File: config.mk
export PLATFORM = sky130hd
export DESIGN_NAME = sync_framed_command_deframer_top_flat
export DESIGN_NICKNAME = d
export VERILOG_FILES = /design/src/rtl/core/sfcd_pkg.sv /design/src/rtl/core/sfcd_if.sv /design/src/rtl/core/sfcd_parser.sv /design/src/rtl/core/sfcd_out_buf.sv /design/src/rtl/core/sync_framed_command_deframer_top.sv /design/src/flat_wrapper.sv
export SDC_FILE = /design/constraint.sdc
export NUM_CORES = 1
export LEC_CHECK = 0
export ABC_CLOCK_PERIOD_IN_PS = 5800
export BUFFER_PORTS_ARGS = -buffer_cell sky130_fd_sc_hd__buf_4
export CORE_MARGIN = 2
export CORE_UTILIZATION = 55
export CTS_BUF_LIST = sky130_fd_sc_hd__clkbuf_4
export CTS_CLUSTER_SIZE = 20
export DETAILED_ROUTE_END_ITERATION = 7
export PLACE_DENSITY_LB_ADDON = 0.3
export SLEW_MARGIN = 20
export SYNTH_ARGS = -nofsm -noshare
export SYNTH_HDL_FRONTEND = slang
export SYNTH_HIERARCHICAL = 1
export SYNTH_SLANG_ARGS = --single-unit
File: constraint.sdc
create_clock -name clk -period 5.8 [get_ports clk]
set_input_delay 0.29 -clock clk [delete_from_list [all_inputs] [get_ports clk]]
set_output_delay 0.29 -clock clk [all_outputs]
set_load 0.03 [all_outputs]
File: src/rtl/core/sfcd_pkg.sv
// Package for the sync-framed command deframer: phase codes, item and result
// types, sync constants and register reset value. No dependencies.
package sfcd_pkg;

    localparam logic [7:0]  SYNC_FIRST        = 8'h4D;
    localparam logic [7:0]  SYNC_SECOND       = 8'h43;
    localparam int          HIGH_SHIFT        = 8;
    localparam logic [15:0] MAX_PAYLOAD_RESET = 16'd256;

    typedef enum logic [2:0] {
        PH_HUNT    = 3'd0,
        PH_SYNC2   = 3'd1,
        PH_CMD     = 3'd2,
        PH_LEN_LO  = 3'd3,
        PH_LEN_HI  = 3'd4,
        PH_PAYLOAD = 3'd5
    } phase_t;

    typedef struct packed {
        logic       kind;
        logic [7:0] rx_byte;
    } in_item_t;

    typedef struct packed {
        logic [7:0]  frame_cmd;
        logic [15:0] frame_length;
        logic        payload_valid;
        logic [7:0]  payload_byte;
        logic [15:0] payload_offset;
        logic        frame_end;
        logic        oversize;
    } out_item_t;

    // Result handed from the parser to the output buffer.
    typedef struct packed {
        logic      push;
        out_item_t item;
    } result_t;

endpackage

File: src/rtl/core/sfcd_if.sv
// Handshake channels of the deframer: received-byte items and frame result
// items. Depends on sfcd_pkg.
interface sfcd_in_if;
    logic              valid;
    logic              ready;
    sfcd_pkg::in_item_t data;

    modport source (output valid, output data, input ready);
    modport sink   (input valid, input data, output ready);
endinterface

interface sfcd_out_if;
    logic               valid;
    logic               ready;
    sfcd_pkg::out_item_t data;

    modport source (output valid, output data, input ready);
    modport sink   (input valid, input data, output ready);
endinterface

File: src/rtl/core/sfcd_parser.sv
// Frame parser: phase state machine, header registers, payload counter and
// the max_payload register. Depends on sfcd_pkg.
module sfcd_parser (
    input  logic                clk,
    input  logic                rst_n,
    input  logic                accept,
    input  sfcd_pkg::in_item_t  item,
    input  logic                cfg_we,
    input  logic [15:0]         cfg_wdata,
    output sfcd_pkg::result_t   result
);
    import sfcd_pkg::*;

    phase_t      phase_reg,    phase_next;
    logic [7:0]  command_reg,  command_next;
    logic [15:0] length_reg,   length_next;
    logic [15:0] count_reg,    count_next;
    logic        discard_reg,  discard_next;
    logic [15:0] max_payload_reg;

    logic [15:0] full_length;
    logic [15:0] count_inc;
    logic        last;

    assign full_length = {item.rx_byte, length_reg[7:0]};
    assign count_inc   = count_reg + 16'd1;
    assign last        = count_inc >= length_reg;

    // Next state
    always_comb
    begin
        phase_next   = phase_reg;
        command_next = command_reg;
        length_next  = length_reg;
        count_next   = count_reg;
        discard_next = discard_reg;
        if (item.kind)
        begin
            phase_next = PH_HUNT;
        end
        else
        begin
            unique case (phase_reg)
                PH_SYNC2:
                begin
                    if (item.rx_byte == SYNC_SECOND)
                        phase_next = PH_CMD;
                    else if (item.rx_byte != SYNC_FIRST)
                        phase_next = PH_HUNT;
                end
                PH_CMD:
                begin
                    command_next = item.rx_byte;
                    phase_next   = PH_LEN_LO;
                end
                PH_LEN_LO:
                begin
                    length_next = {8'd0, item.rx_byte};
                    phase_next  = PH_LEN_HI;
                end
                PH_LEN_HI:
                begin
                    length_next  = full_length;
                    count_next   = 16'd0;
                    discard_next = full_length > max_payload_reg;
                    phase_next   = (full_length == 16'd0) ? PH_HUNT : PH_PAYLOAD;
                end
                PH_PAYLOAD:
                begin
                    count_next = count_inc;
                    if (last)
                        phase_next = PH_HUNT;
                end
                default:
                begin
                    phase_next = (item.rx_byte == SYNC_FIRST) ? PH_SYNC2 : PH_HUNT;
                end
            endcase
        end
    end

    // Result
    always_comb
    begin
        result                     = '0;
        result.item.frame_cmd      = command_reg;
        result.item.frame_length   = length_reg;
        if (!item.kind)
        begin
            unique case (phase_reg)
                PH_LEN_HI:
                begin
                    result.item.frame_length = full_length;
                    if (full_length == 16'd0)
                    begin
                        result.push           = 1'b1;
                        result.item.frame_end = 1'b1;
                    end
                end
                PH_PAYLOAD:
                begin
                    if (discard_reg)
                    begin
                        result.push           = last;
                        result.item.frame_end = 1'b1;
                        result.item.oversize  = 1'b1;
                    end
                    else
                    begin
                        result.push                = 1'b1;
                        result.item.payload_valid  = 1'b1;
                        result.item.payload_byte   = item.rx_byte;
                        result.item.payload_offset = count_reg;
                        result.item.frame_end      = last;
                    end
                end
                default:
                begin
                    result.push = 1'b0;
                end
            endcase
        end
        result.push = result.push & accept;
    end

    always_ff @(posedge clk or negedge rst_n)
    begin
        if (!rst_n)
        begin
            phase_reg   <= PH_HUNT;
            command_reg <= 8'd0;
            length_reg  <= 16'd0;
            count_reg   <= 16'd0;
            discard_reg <= 1'b0;
        end
        else if (accept)
        begin
            phase_reg   <= phase_next;
            command_reg <= command_next;
            length_reg  <= length_next;
            count_reg   <= count_next;
            discard_reg <= discard_next;
        end
    end

    always_ff @(posedge clk or negedge rst_n)
    begin
        if (!rst_n)
            max_payload_reg <= MAX_PAYLOAD_RESET;
        else if (cfg_we)
            max_payload_reg <= cfg_wdata;
    end

endmodule

File: src/rtl/core/sfcd_out_buf.sv
// Result register with a skid stage so the input side keeps moving while a
// result waits. Depends on sfcd_pkg and sfcd_if.
module sfcd_out_buf (
    input  logic              clk,
    input  logic              rst_n,
    input  sfcd_pkg::result_t result,
    output logic              room,
    sfcd_out_if.source        frame_stream
);
    import sfcd_pkg::*;

    logic      out_valid_reg,  out_valid_next;
    logic      skid_valid_reg, skid_valid_next;
    out_item_t out_data_reg,   out_data_next;
    out_item_t skid_data_reg,  skid_data_next;
    logic      pop;

    assign pop                = out_valid_reg && frame_stream.ready;
    assign room               = !skid_valid_reg;
    assign frame_stream.valid = out_valid_reg;
    assign frame_stream.data  = out_data_reg;

    always_comb
    begin
        out_valid_next  = out_valid_reg;
        skid_valid_next = skid_valid_reg;
        out_data_next   = out_data_reg;
        skid_data_next  = skid_data_reg;
        if (!out_valid_reg || pop)
        begin
            if (skid_valid_reg)
            begin
                out_valid_next  = 1'b1;
                out_data_next   = skid_data_reg;
                skid_valid_next = result.push;
                if (result.push)
                    skid_data_next = result.item;
            end
            else
            begin
                out_valid_next = result.push;
                out_data_next  = result.item;
            end
        end
        else if (result.push)
        begin
            skid_valid_next = 1'b1;
            skid_data_next  = result.item;
        end
    end

    always_ff @(posedge clk or negedge rst_n)
    begin
        if (!rst_n)
        begin
            out_valid_reg  <= 1'b0;
            skid_valid_reg <= 1'b0;
        end
        else
        begin
            out_valid_reg  <= out_valid_next;
            skid_valid_reg <= skid_valid_next;
        end
    end

    always_ff @(posedge clk)
    begin
        out_data_reg  <= out_data_next;
        skid_data_reg <= skid_data_next;
    end

endmodule

File: src/rtl/core/sync_framed_command_deframer_top.sv
// Top level of the sync-framed command deframer: parser plus output buffer.
// Depends on sfcd_pkg, sfcd_if, sfcd_parser and sfcd_out_buf.
//
//   channel        dir   handshake            carries
//   byte_stream    sink  valid/ready          kind, rx_byte
//   frame_stream   src   valid/ready          frame_cmd .. oversize
//   cfg_we/wdata   sink  write enable only    max_payload
//
// One item per cycle while byte_stream ready is high. Results are registered
// in the output register; when frame_stream stalls, one more is held in the
// skid stage, and byte_stream ready drops only while it is full. Header bytes
// give no result unless the length is zero; an oversize frame gives only its
// end. Throughput is set by the parser step and the two-entry output buffer.
// Reset (rst_n low, asynchronous) returns the parser to hunting, clears the
// header registers and sets max_payload to 256.
module sync_framed_command_deframer_top (
    input  logic         clk,
    input  logic         rst_n,
    sfcd_in_if.sink      byte_stream,
    sfcd_out_if.source   frame_stream,
    input  logic         cfg_we,
    input  logic [15:0]  cfg_wdata
);
    import sfcd_pkg::*;

    result_t result;
    logic    room;
    logic    accept;

    // Take a byte whenever the skid stage is free to absorb its result.
    assign byte_stream.ready = room;
    assign accept            = byte_stream.valid && room;

    // Advance the phase machine and build the result for the accepted item.
    sfcd_parser u_parser (
        .clk       (clk),
        .rst_n     (rst_n),
        .accept    (accept),
        .item      (byte_stream.data),
        .cfg_we    (cfg_we),
        .cfg_wdata (cfg_wdata),
        .result    (result)
    );

    // Hold results until the downstream side takes them.
    sfcd_out_buf u_out_buf (
        .clk          (clk),
        .rst_n        (rst_n),
        .result       (result),
        .room         (room),
        .frame_stream (frame_stream)
    );

endmodule
File: src/flat_wrapper.sv
// flat-port wrapper written by rule: the top's interface ports become plain ports
module sync_framed_command_deframer_top_flat import sfcd_pkg::*;
  (clk, rst_n, cfg_we, cfg_wdata, byte_stream_valid, byte_stream_data, byte_stream_ready, frame_stream_valid, frame_stream_data, frame_stream_ready);
  sfcd_in_if byte_stream_i ();
  sfcd_out_if frame_stream_i ();
  input  logic clk;
  input  logic rst_n;
  input  logic cfg_we;
  input  logic [15:0] cfg_wdata;
  input wire logic [$bits(byte_stream_i.valid)-1:0] byte_stream_valid;
  input wire logic [$bits(byte_stream_i.data)-1:0] byte_stream_data;
  output wire logic [$bits(byte_stream_i.ready)-1:0] byte_stream_ready;
  output wire logic [$bits(frame_stream_i.valid)-1:0] frame_stream_valid;
  output wire logic [$bits(frame_stream_i.data)-1:0] frame_stream_data;
  input wire logic [$bits(frame_stream_i.ready)-1:0] frame_stream_ready;
  assign byte_stream_i.valid = byte_stream_valid;
  assign byte_stream_i.data = byte_stream_data;
  assign byte_stream_ready = byte_stream_i.ready;
  assign frame_stream_valid = frame_stream_i.valid;
  assign frame_stream_data = frame_stream_i.data;
  assign frame_stream_i.ready = frame_stream_ready;
  sync_framed_command_deframer_top u_core (.clk(clk), .rst_n(rst_n), .byte_stream(byte_stream_i), .frame_stream(frame_stream_i), .cfg_we(cfg_we), .cfg_wdata(cfg_wdata));
endmodule
== Word level (Yosys, flattened, before mapping) ==
Cells that the tools add are included.
Widths: inputs -> output; s select.
Storage, ports and cells
  bits in registers: 164
  bits in latches: 0
  RAM bits: 0
  bits in read-only memories: 0
  bits of input ports: 30
  output and inout port bits: 53
  word-level logic and storage cells: 84
  memories: 0
Operators by class
  add/sub/neg operators: 1
  multiply operators: 0
  div/mod/pow operators: 0
  $lt $le $gt $ge: 2
  equal/unequal tests: 11
  shift-type cells: 0
  mux-type cells: 29
  bitwise operators: 3
  reduce and logical (&&, ||, !) cells: 15
Operator list (count)
  $mux 51: 4
  $pmux 16 s2: 2
  $mux 25: 2
  $mux 43: 1
  $add 16x1->16 const B: 1
  $eq 8x7->1 const B: 2
  $ge 16x16->1: 1
  $gt 16x16->1: 1
  $logic_not 16->1: 1
  $mux 16: 1
  $mux 3: 5
  $pmux 3 s5: 1
  $reduce_and 3->1: 5
  $mux 1: 11
  $ne 8x7->1 const B: 1
  $eq 3x2->1 const B: 2
  $eq 3x3->1 const B: 2
  $reduce_bool 2->1: 3
  $ne 4x4->1 const B: 1
  $pmux 1 s2: 2
  $reduce_and 4->1: 1
  $eq 3x1->1 const B: 1
  $ne 3x3->1 const B: 1
  $logic_and 1x1->1: 2
  other kinds (5): 7

== Logic depth before layout (Yosys ltp) ==
Gate-level depths: netlist of the first run.
  word-level depth: 9
  depth in mapped cells: 13
  depth with buffers taken out: 11

== Cells and area by module ==
The synthesis of the first run kept the hierarchy.
By module, submodules not included
  sfcd_out_buf: instances 1, cells an instance 167, area an instance 4013.8 µm², seq. area each 3113.0 µm²
  sfcd_parser: instances 1, cells an instance 453, area an instance 3950.0 µm², seq. area each 1502.7 µm²
  sync_framed_command_deframer_top: instances 1, cells an instance 1, area an instance 6.3 µm², seq. area each 0.0 µm²

== Worst setup path before layout of the first run ==
Ideal clock, no wire load.
  path kind: register to register
  start: register, netlist name u_core/u_parser/count_reg[7]
  end: register u_core/u_out_buf/skid_data_reg[0] in the netlist's numbering (enable)
  setup time: 0.412 ns
  data arrival time: 3.453 ns
  required time: 5.388 ns
  path slack: 1.935 ns
  cell stages (with the launch flop): 13
  path buffers: 1
  clock period less this slack: 3.865 ns
  path through: dfrtp_1 -> clkbuf_2 -> and3_1 -> and4_1 -> nand4_1 -> xnor2_1 -> ha_1 -> nand2_1 -> nor2_1 -> nand4_1 -> o21ai_0 -> o211a_1 -> o21a_1
RTL lines
  end signal, assigned: line sfcd_out_buf.sv:69  | skid_data_reg <= skid_data_next;
  end, declared: line sfcd_out_buf.sv:15  | out_item_t skid_data_reg, skid_data_next;

==> results of run 1 <==
tightest hold or removal path: cells and delay by family:
family	cells	cell delay (ns)
buf+inv	1	0.16
simple gates	1	0.06
compound gates	1	0.07
cell usage after synthesis (all sizes together), types with 2 or more instances:
master and n:
and2 28, mux2 60, ha 33, buf 27, o21ai 57, nor4 3
nand4 5, edfxtp 102, inv 39, xnor2 8, dfrtp 61, xor2 6
o2111ai 2, nor2b 4, nor3 4, nor2 13, a21o 4, and4 3
nand2b 5, a21oi 15, or3 3, a31oi 12, and3 5, clkbuf 6
o31ai 3, a22o 4, nand2 78, nand3 11
cell type report:
| cell class | count | share of cell area |
|---|---|---|
| Multi-Input combinational cell | 385 | 0.3228 |
| Sequential cell | 164 | 0.5088 |
| Antenna cell | 1 | 0.0002758 |
| Timing Repair Buffer | 106 | 0.09404 |
| Tap cell | 180 | 0.02482 |
| Clock buffer | 17 | 0.01407 |
| Clock inverter | 15 | 0.01903 |
| Inverter | 39 | 0.01613 |
how the worst min path moves through the flow:
stage               cells after the start                                               to           startpoint  slack, ns
floorplan                               0  u_core/u_out_buf/frame_stream.valid$_DFFE_PN0P_                rst_n     -0.006
global placement                        1         u_core/u_parser/count_reg[5]$_DFFE_PN0P_                rst_n       0.42
detailed placement                      1   u_core/u_parser/max_payload_reg[4]$_DFFE_PN0P_                rst_n       0.44
CTS                                     3        u_core/u_parser/length_reg[0]$_DFFE_PN0P_  byte_stream_data[0]      0.001
global route                            3        u_core/u_parser/length_reg[0]$_DFFE_PN0P_  byte_stream_data[0]       0.02
finish                                  3        u_core/u_parser/length_reg[0]$_DFFE_PN0P_  byte_stream_data[0]       0.04
cell families (layout without fill, tap and decap cells):
kind of cell               Yosys count  count (layout)
muxes                               61              61
xor gates and xnor gates            14              14
buffers and inverters               72             177
and+or+nand+nor                    168             168
DFF                                164             164
other                                0               1
AOI/OAI and AO/OA                  108             108
adders and majority gates           34              34
per-layer routing:
metal	up-vias	global-route usage	share of wire
met5	-	0	0
met4	0	0.08328	0.020
met3	32	0.04639	0.057
met2	165	0.3375	0.49
met1	2377	0.2567	0.43
li1	2408	-	-
power by group:
group	internal, W	switching (W)
logic	0.000192	0.000267
clock network	0.000268	0.000425
registers	0.00133	0.0000536
total	0.00179	0.000745
stage by stage:
stage | power (W) | setup slack [ns] | area [um^2] | hold WS, ns | cells
CTS | 0.002554 | 2.198 | 9071 | 0.001420 | 906
global route | 0.002666 | 1.946 | 9074 | 0.01943 | 907
finish | 0.002538 | 2.188 | 9074 | 0.04046 | 907
floorplan | 0.001715 | 1.935 | 7970 | -0.005591 | 621
global placement | 0.001836 | 1.988 | 8534 | 0.4204 | 851
detailed placement | 0.001856 | 2.228 | 8541 | 0.4367 | 851
==> results.md, run 1 <==
- Number of global-route vias before repair: 4967
- Biggest area contributors in the synthesized netlist: edfxtp_1, dfrtp_1, mux2_4
- Proportion of netlist area held by the largest area contributor: 0.3843
- Post-DRT Antenna Nets: 0
- DRC Markers: 1
- Xor/xnor cell area share of the yosys netlist: 0.01538
- Buf/Inv on CP: 0
- Number of hold buffers added after CTS: 23
- Clock buffers created by TritonCTS: 17
- Worst slew slack as a fraction of its limit: 0.3047
- Number of instances in the synthesized netlist: 621
- Count of TritonRoute iterations in the first routing pass: 8
- CTS tree: built
- Arrival time of the worst setup path: 3.82 ns
- Area share of and/or/nand/nor cells after synthesis: 0.1105
- Global-route wire length before repair: 24820 um
- Average wire per cell in the routed design: 16.70 um
- Type of the tightest min-delay check: in -> reg
- Slew at the pin closest to its max-slew limit: 1.043 ns
- Post-Route WL: 15150 um
- # resized after CTS: 0
- Reported max-cap violation count: 0
- Die Y: 124.4 um
- Launching element of the worst setup path: u_core/u_parser/count_reg[2]$_DFFE_PN0P_
- Count of state elements after synthesis: 164
- Buffers on Ports: 82
- Number of warning messages in the yosys log: 6
- Most common library cell in the layout ignoring fill and taps: edfxtp_1
- Leakage Power: 3.969 nW
- Adder-Cell Fraction of Synth Area: 0.05322
- Setup repair after global routing missed its margin: false
- Capture point of the worst path: u_core/u_out_buf/skid_data_reg[0]$_DFFE_PP_
- Fraction of registers with async set or reset after synthesis: 0.3780
- Residual overflow from global routing: 0
- Worst setup path class: reg -> reg
- Net count after synthesis: 684
- Final weighted congestion in routability-driven placement: 0.8169
- Fin crit share: 0.6227
- Critical register-to-register path startpoint: u_core/u_parser/count_reg[2]$_DFFE_PN0P_
- Initial standard-cell utilization of the core: 0.5676
- Pin count of the biggest net entering global routing: 63
- Predominant post-synthesis flop cell: edfxtp_1
- Layout net count: 776
- Std-Cell Core Area: 0.01404 mm^2
- Syn Std Cell Area: 0.007970 mm^2
- Average footprint of a synthesized cell: 12.83 um^2
- PwrDens: 279.7 mW/mm^2
- Register-to-register path setup slack: 2.19 ns
- Clk_skew: 0.02061 ns
- Largest delay contributor family on the critical path: simple AND/OR/NAND/NOR gates
- Number of DRC markers after the initial detailed-route iteration: 361
- Number of antenna violations at the first check in global routing: 1
- Count of flip-flops with a built-in enable after synthesis: 102
- Clock-pin slew of the registers on the worst-case setup and hold paths: 0.14 ns
- GRT Util Overall: 0.2026
- Multiplexer fraction of the synthesized cell area: 0.1082
- Cell type contributing the most total cell area after synthesis: edfxtp_1
- CTS Root Buffer Type: clkbuf_4
- Area fraction in compound gates after synthesis: 0.07928
- Min Tclk post-route: 3.612 ns
- Fin util: 0.6462
- Crit start category: flop
- Level count of the clock H-tree: 4
- Slowest stage cell, crit path: o21a_4
- Largest family of logic cells by synthesized area: simple AND/OR/NAND/NOR gates
- Fraction of the yosys area taken by sequential cells: 0.5791
- Buffer levels on the longest clock path: 2
- R2R cell count: 11
- Cell seen most often among critical-path stages: nand4_1
- Count of distinct cell types in the synthesized netlist: 62
- WP data required: 6.01 ns
- Area overhead of the layout relative to synthesis: 13.85%
- Row count: 43
- Ordered cell list for the critical path: and3_4 > nor3b_4 > nand4_1 > xnor2_1 > ha_1 > nand2_1 > nor2_1 > nand4_1 > o21ai_0 > o211a_1 > o21a_4
- Vias per Instance: 5.493
- Floorplan die area: 0.01547 mm^2
- Multi-input combinational cell area: 0.002929 mm^2
- Violated checks: DRC
- Vias: 4982
- Max Fclk: 0.2769 GHz
- Kind of end point of the critical path: flop
- Setup-failing EPs final: 0
- Outcome: finished, violations left
- Final HPWL DP: 10190 um
- Commonest non-fill, non-tap cells in the layout: edfxtp_1, buf_4, nand2_1
- Delay of the slowest critical-path stage: 0.64 ns
- Final Hold Vio Count: 0
- CP Depth: 11
- Worst IR drop on VDD: 0.0001464 V
- RR Endpoint: u_core/u_out_buf/skid_data_reg[0]$_DFFE_PP_
- Fraction of layout cells with a size suffix above 1: 0.2617
- Setup TNS Final: 0 ns
- Count of final max-slew check failures: 0
- Critical path fanouts, max: 51
- Post-CTS setup buffer count: 0
- Register Area: 0.004617 mm^2
- Count of pins on the block boundary: 83
- Die X-Extent: 124.4 um
- Final-layout fill cell count: 1024
- Clock Sink Count: 164
- Worst-skew pair later-pin latency: 0.57 ns
No activity file was read; power rests on OpenSTA's default activity.
==> run 2: changes to the inputs <==
ABC_CLOCK_PERIOD_IN_PS = 2950   (was 5800)
clock period = 2.95 ns   (was 5.8 ns; I/O delays follow)
==> results.md, run 2 (same netlist as run 1, synthesis figures left out) <==
- Setup-failing EPs final: 53 (was 0)
- Commonest non-fill, non-tap cells in the layout: buf_4, edfxtp_1, nand2_1 (was edfxtp_1, buf_4, nand2_1)
- Max Fclk: 0.3188 GHz (was 0.2769 GHz)
- Fin crit share: 1.063 (was 0.6227)
- Worst-skew pair later-pin latency: 0.57 ns (about the same)
- PwrDens: 533.9 mW/mm^2 (was 279.7 mW/mm^2)
- Buffers on Ports: 82 (unchanged)
- Arrival time of the worst setup path: 3.45 ns (was 3.82 ns)
- CTS tree: built (unchanged)
- Layout net count: 842 (was 776)
- Average wire per cell in the routed design: 17.36 um (was 16.70 um)
- Clock Sink Count: 164 (unchanged)
- Type of the tightest min-delay check: in -> reg (unchanged)
- Row count: 43 (unchanged)
- CTS Root Buffer Type: clkbuf_4 (unchanged)
- Cell Count, Final, Fillers Out: 972 (was 907)
- Setup repair after global routing missed its margin: true (was false)
- Final weighted congestion in routability-driven placement: 0.8943 (was 0.8169)
- Vias per Instance: 5.620 (was 5.493)
- R2R cell count: 12 (was 11)
- Post-DRT Antenna Nets: 0 (unchanged)
- Number of global-route vias before repair: 5548 (was 4967)
- Clock buffers created by TritonCTS: 17 (unchanged)
- Pin count of the biggest net entering global routing: 63 (unchanged)
- Worst setup slack after layout: -0.1867 ns (was 2.188 ns)
- Final Hold Vio Count: 0 (unchanged)
- Buffer levels on the longest clock path: 2 (unchanged)
- Placed Instances: 881 (was 851)
- Count of pins on the block boundary: 83 (unchanged)
- Launching element of the worst setup path: u_core/u_parser/count_reg[2]$_DFFE_PN0P_ (unchanged)
- Std-Cell Core Area: 0.01404 mm^2 (unchanged)
- Vias: 5463 (was 4982)
- WP data required: 3.26 ns (was 6.01 ns)
- Global-route wire length before repair: 27320 um (was 24820 um)
- Clock-pin slew of the registers on the worst-case setup and hold paths: 0.12 ns (was 0.14 ns)
- Worst setup path class: reg -> reg (unchanged)
- Leakage Power: 4.297 nW (was 3.969 nW)
- Fin util: 0.6934 (was 0.6462)
- Level count of the clock H-tree: 4 (unchanged)
- Violated checks: setup timing (was DRC)
- DRC Markers: 0 (was 1)
- Count of TritonRoute iterations in the first routing pass: 5 (was 8)
- Die X-Extent: 124.4 um (unchanged)
- Final HPWL DP: 10920 um (was 10190 um)
- Antenna diode count: 0 (was 1)
- Critical register-to-register path startpoint: u_core/u_parser/count_reg[2]$_DFFE_PN0P_ (unchanged)
- Crit start category: flop (unchanged)
- Launch point of the worst hold path: cfg_we (was byte_stream_data[0])
- Worst slew slack as a fraction of its limit: 0.3733 (was 0.3047)
- Post-Route WL: 16880 um (was 15150 um)
- Area overhead of the layout relative to synthesis: 22.17% (was 13.85%)
- Most common library cell in the layout ignoring fill and taps: buf_4 (was edfxtp_1)
- Residual overflow from global routing: 0 (unchanged)
- Reported max-cap violation count: 0 (unchanged)
- Clk_skew: 0.03047 ns (was 0.02061 ns)
- Worst IR drop on VDD: 0.0002544 V (was 0.0001464 V)
- Initial standard-cell utilization of the core: 0.5676 (unchanged)
- Fraction of layout cells with a size suffix above 1: 0.2942 (was 0.2617)
- Min Tclk post-route: 3.137 ns (was 3.612 ns)
- Outcome: finished, violations left (unchanged)
- Power Total: 0.005198 W (was 0.002538 W)
- Floorplan die area: 0.01547 mm^2 (unchanged)
- Die Y: 124.4 um (unchanged)
- Number of antenna violations at the first check in global routing: 0 (was 1)
- Slew at the pin closest to its max-slew limit: 0.9400 ns (was 1.043 ns)
- Critical path fanouts, max: 24 (was 51)
- Final Hold Slack: 0.07697 ns (was 0.04046 ns)
- Count of final max-slew check failures: 0 (unchanged)
- GRT Util Overall: 0.2237 (was 0.2026)
- Number of DRC markers after the initial detailed-route iteration: 495 (was 361)
- Kind of end point of the critical path: flop (unchanged)
- Hold Path Cell Cnt: 2 (was 3)
-- run 2: what timing repair did --
action	in CTS	in global routing
endpoints found under the hold margin	113	0
pin swaps	2	2
setup buffers	1	2
hold buffers	56	0
gates resized for setup	2	7
endpoints found under the setup margin	54	54
-- run 2: stage by stage --
step	instance area [um^2]	setup slack [ns]	setup TNS, ns
after detailed placement	8810	-0.1464	-7.042
after global placement	8810	-0.01722	-0.4640
final	9737	-0.1867	-7.762
after floorplan	8000	-0.07648	-3.962
after global routing	9737	-0.3103	-13.89
after CTS	9692	-0.1453	-6.491
-- run 2: worst max-delay path: stages, from the launching register on --
cell     delay (ns)
dfrtp_1        0.37
and3_4         0.20
nor3b_4        0.29
and3_4         0.24
xor2_1         0.15
ha_1           0.27
a21o_1         0.17
a221o_1        0.30
a21oi_2        0.17
o21ai_2        0.08
o211a_1        0.29
o21a_4         0.18
buf_12         0.18
-- run 2: path summary, 6_finish.rpt --
| path | end | slack [ns] |
|---|---|---|
| max | u_core/u_out_buf/skid_data_reg[12]$_DFFE_PP_ | -0.19 |
| min | u_core/u_parser/max_payload_reg[0]$_DFFE_PN0P_ | 0.08 |
| max reg2reg | u_core/u_out_buf/skid_data_reg[12]$_DFFE_PP_ | -0.19 |
| min reg2reg | u_core/u_out_buf/skid_data_reg[48]$_DFFE_PP_ | 0.47 |
| max in group asynchronous | u_core/u_out_buf/skid_valid_reg$_DFFE_PN0P_ | 2.16 |
| min in group asynchronous | u_core/u_parser/command_reg[4]$_DFFE_PN0P_ | 0.20 |
-- run 2: layout make-up --
type	count	area, um^2
clock buffer	20	150.1
clock inverter	12	156.4
fill	985	4305
inverter	39	146.4
multi-input combinational	385	2974
sequential	164	4617
tap	180	225.2
timing repair buffer	172	1468
-- run 2: report_power, final --
part	internal [W]	total [W]	switching [W]
registers	0.00262	0.00272	0.000103
logic	0.000474	0.00107	0.000597
clock network	0.000619	0.00140	0.000785
-- run 2: per-layer routing --
layer / part of all wire / vias to the layer above / wire length [um] / track usage
li1: - / 2544 / - / -
met5: 0 / - / 0 / 0
met4: 0.029 / 0 / 483 / 0.1064
met2: 0.50 / 197 / 8448 / 0.3799
met1: 0.41 / 2680 / 6935 / 0.2743
met3: 0.060 / 42 / 1009 / 0.04553
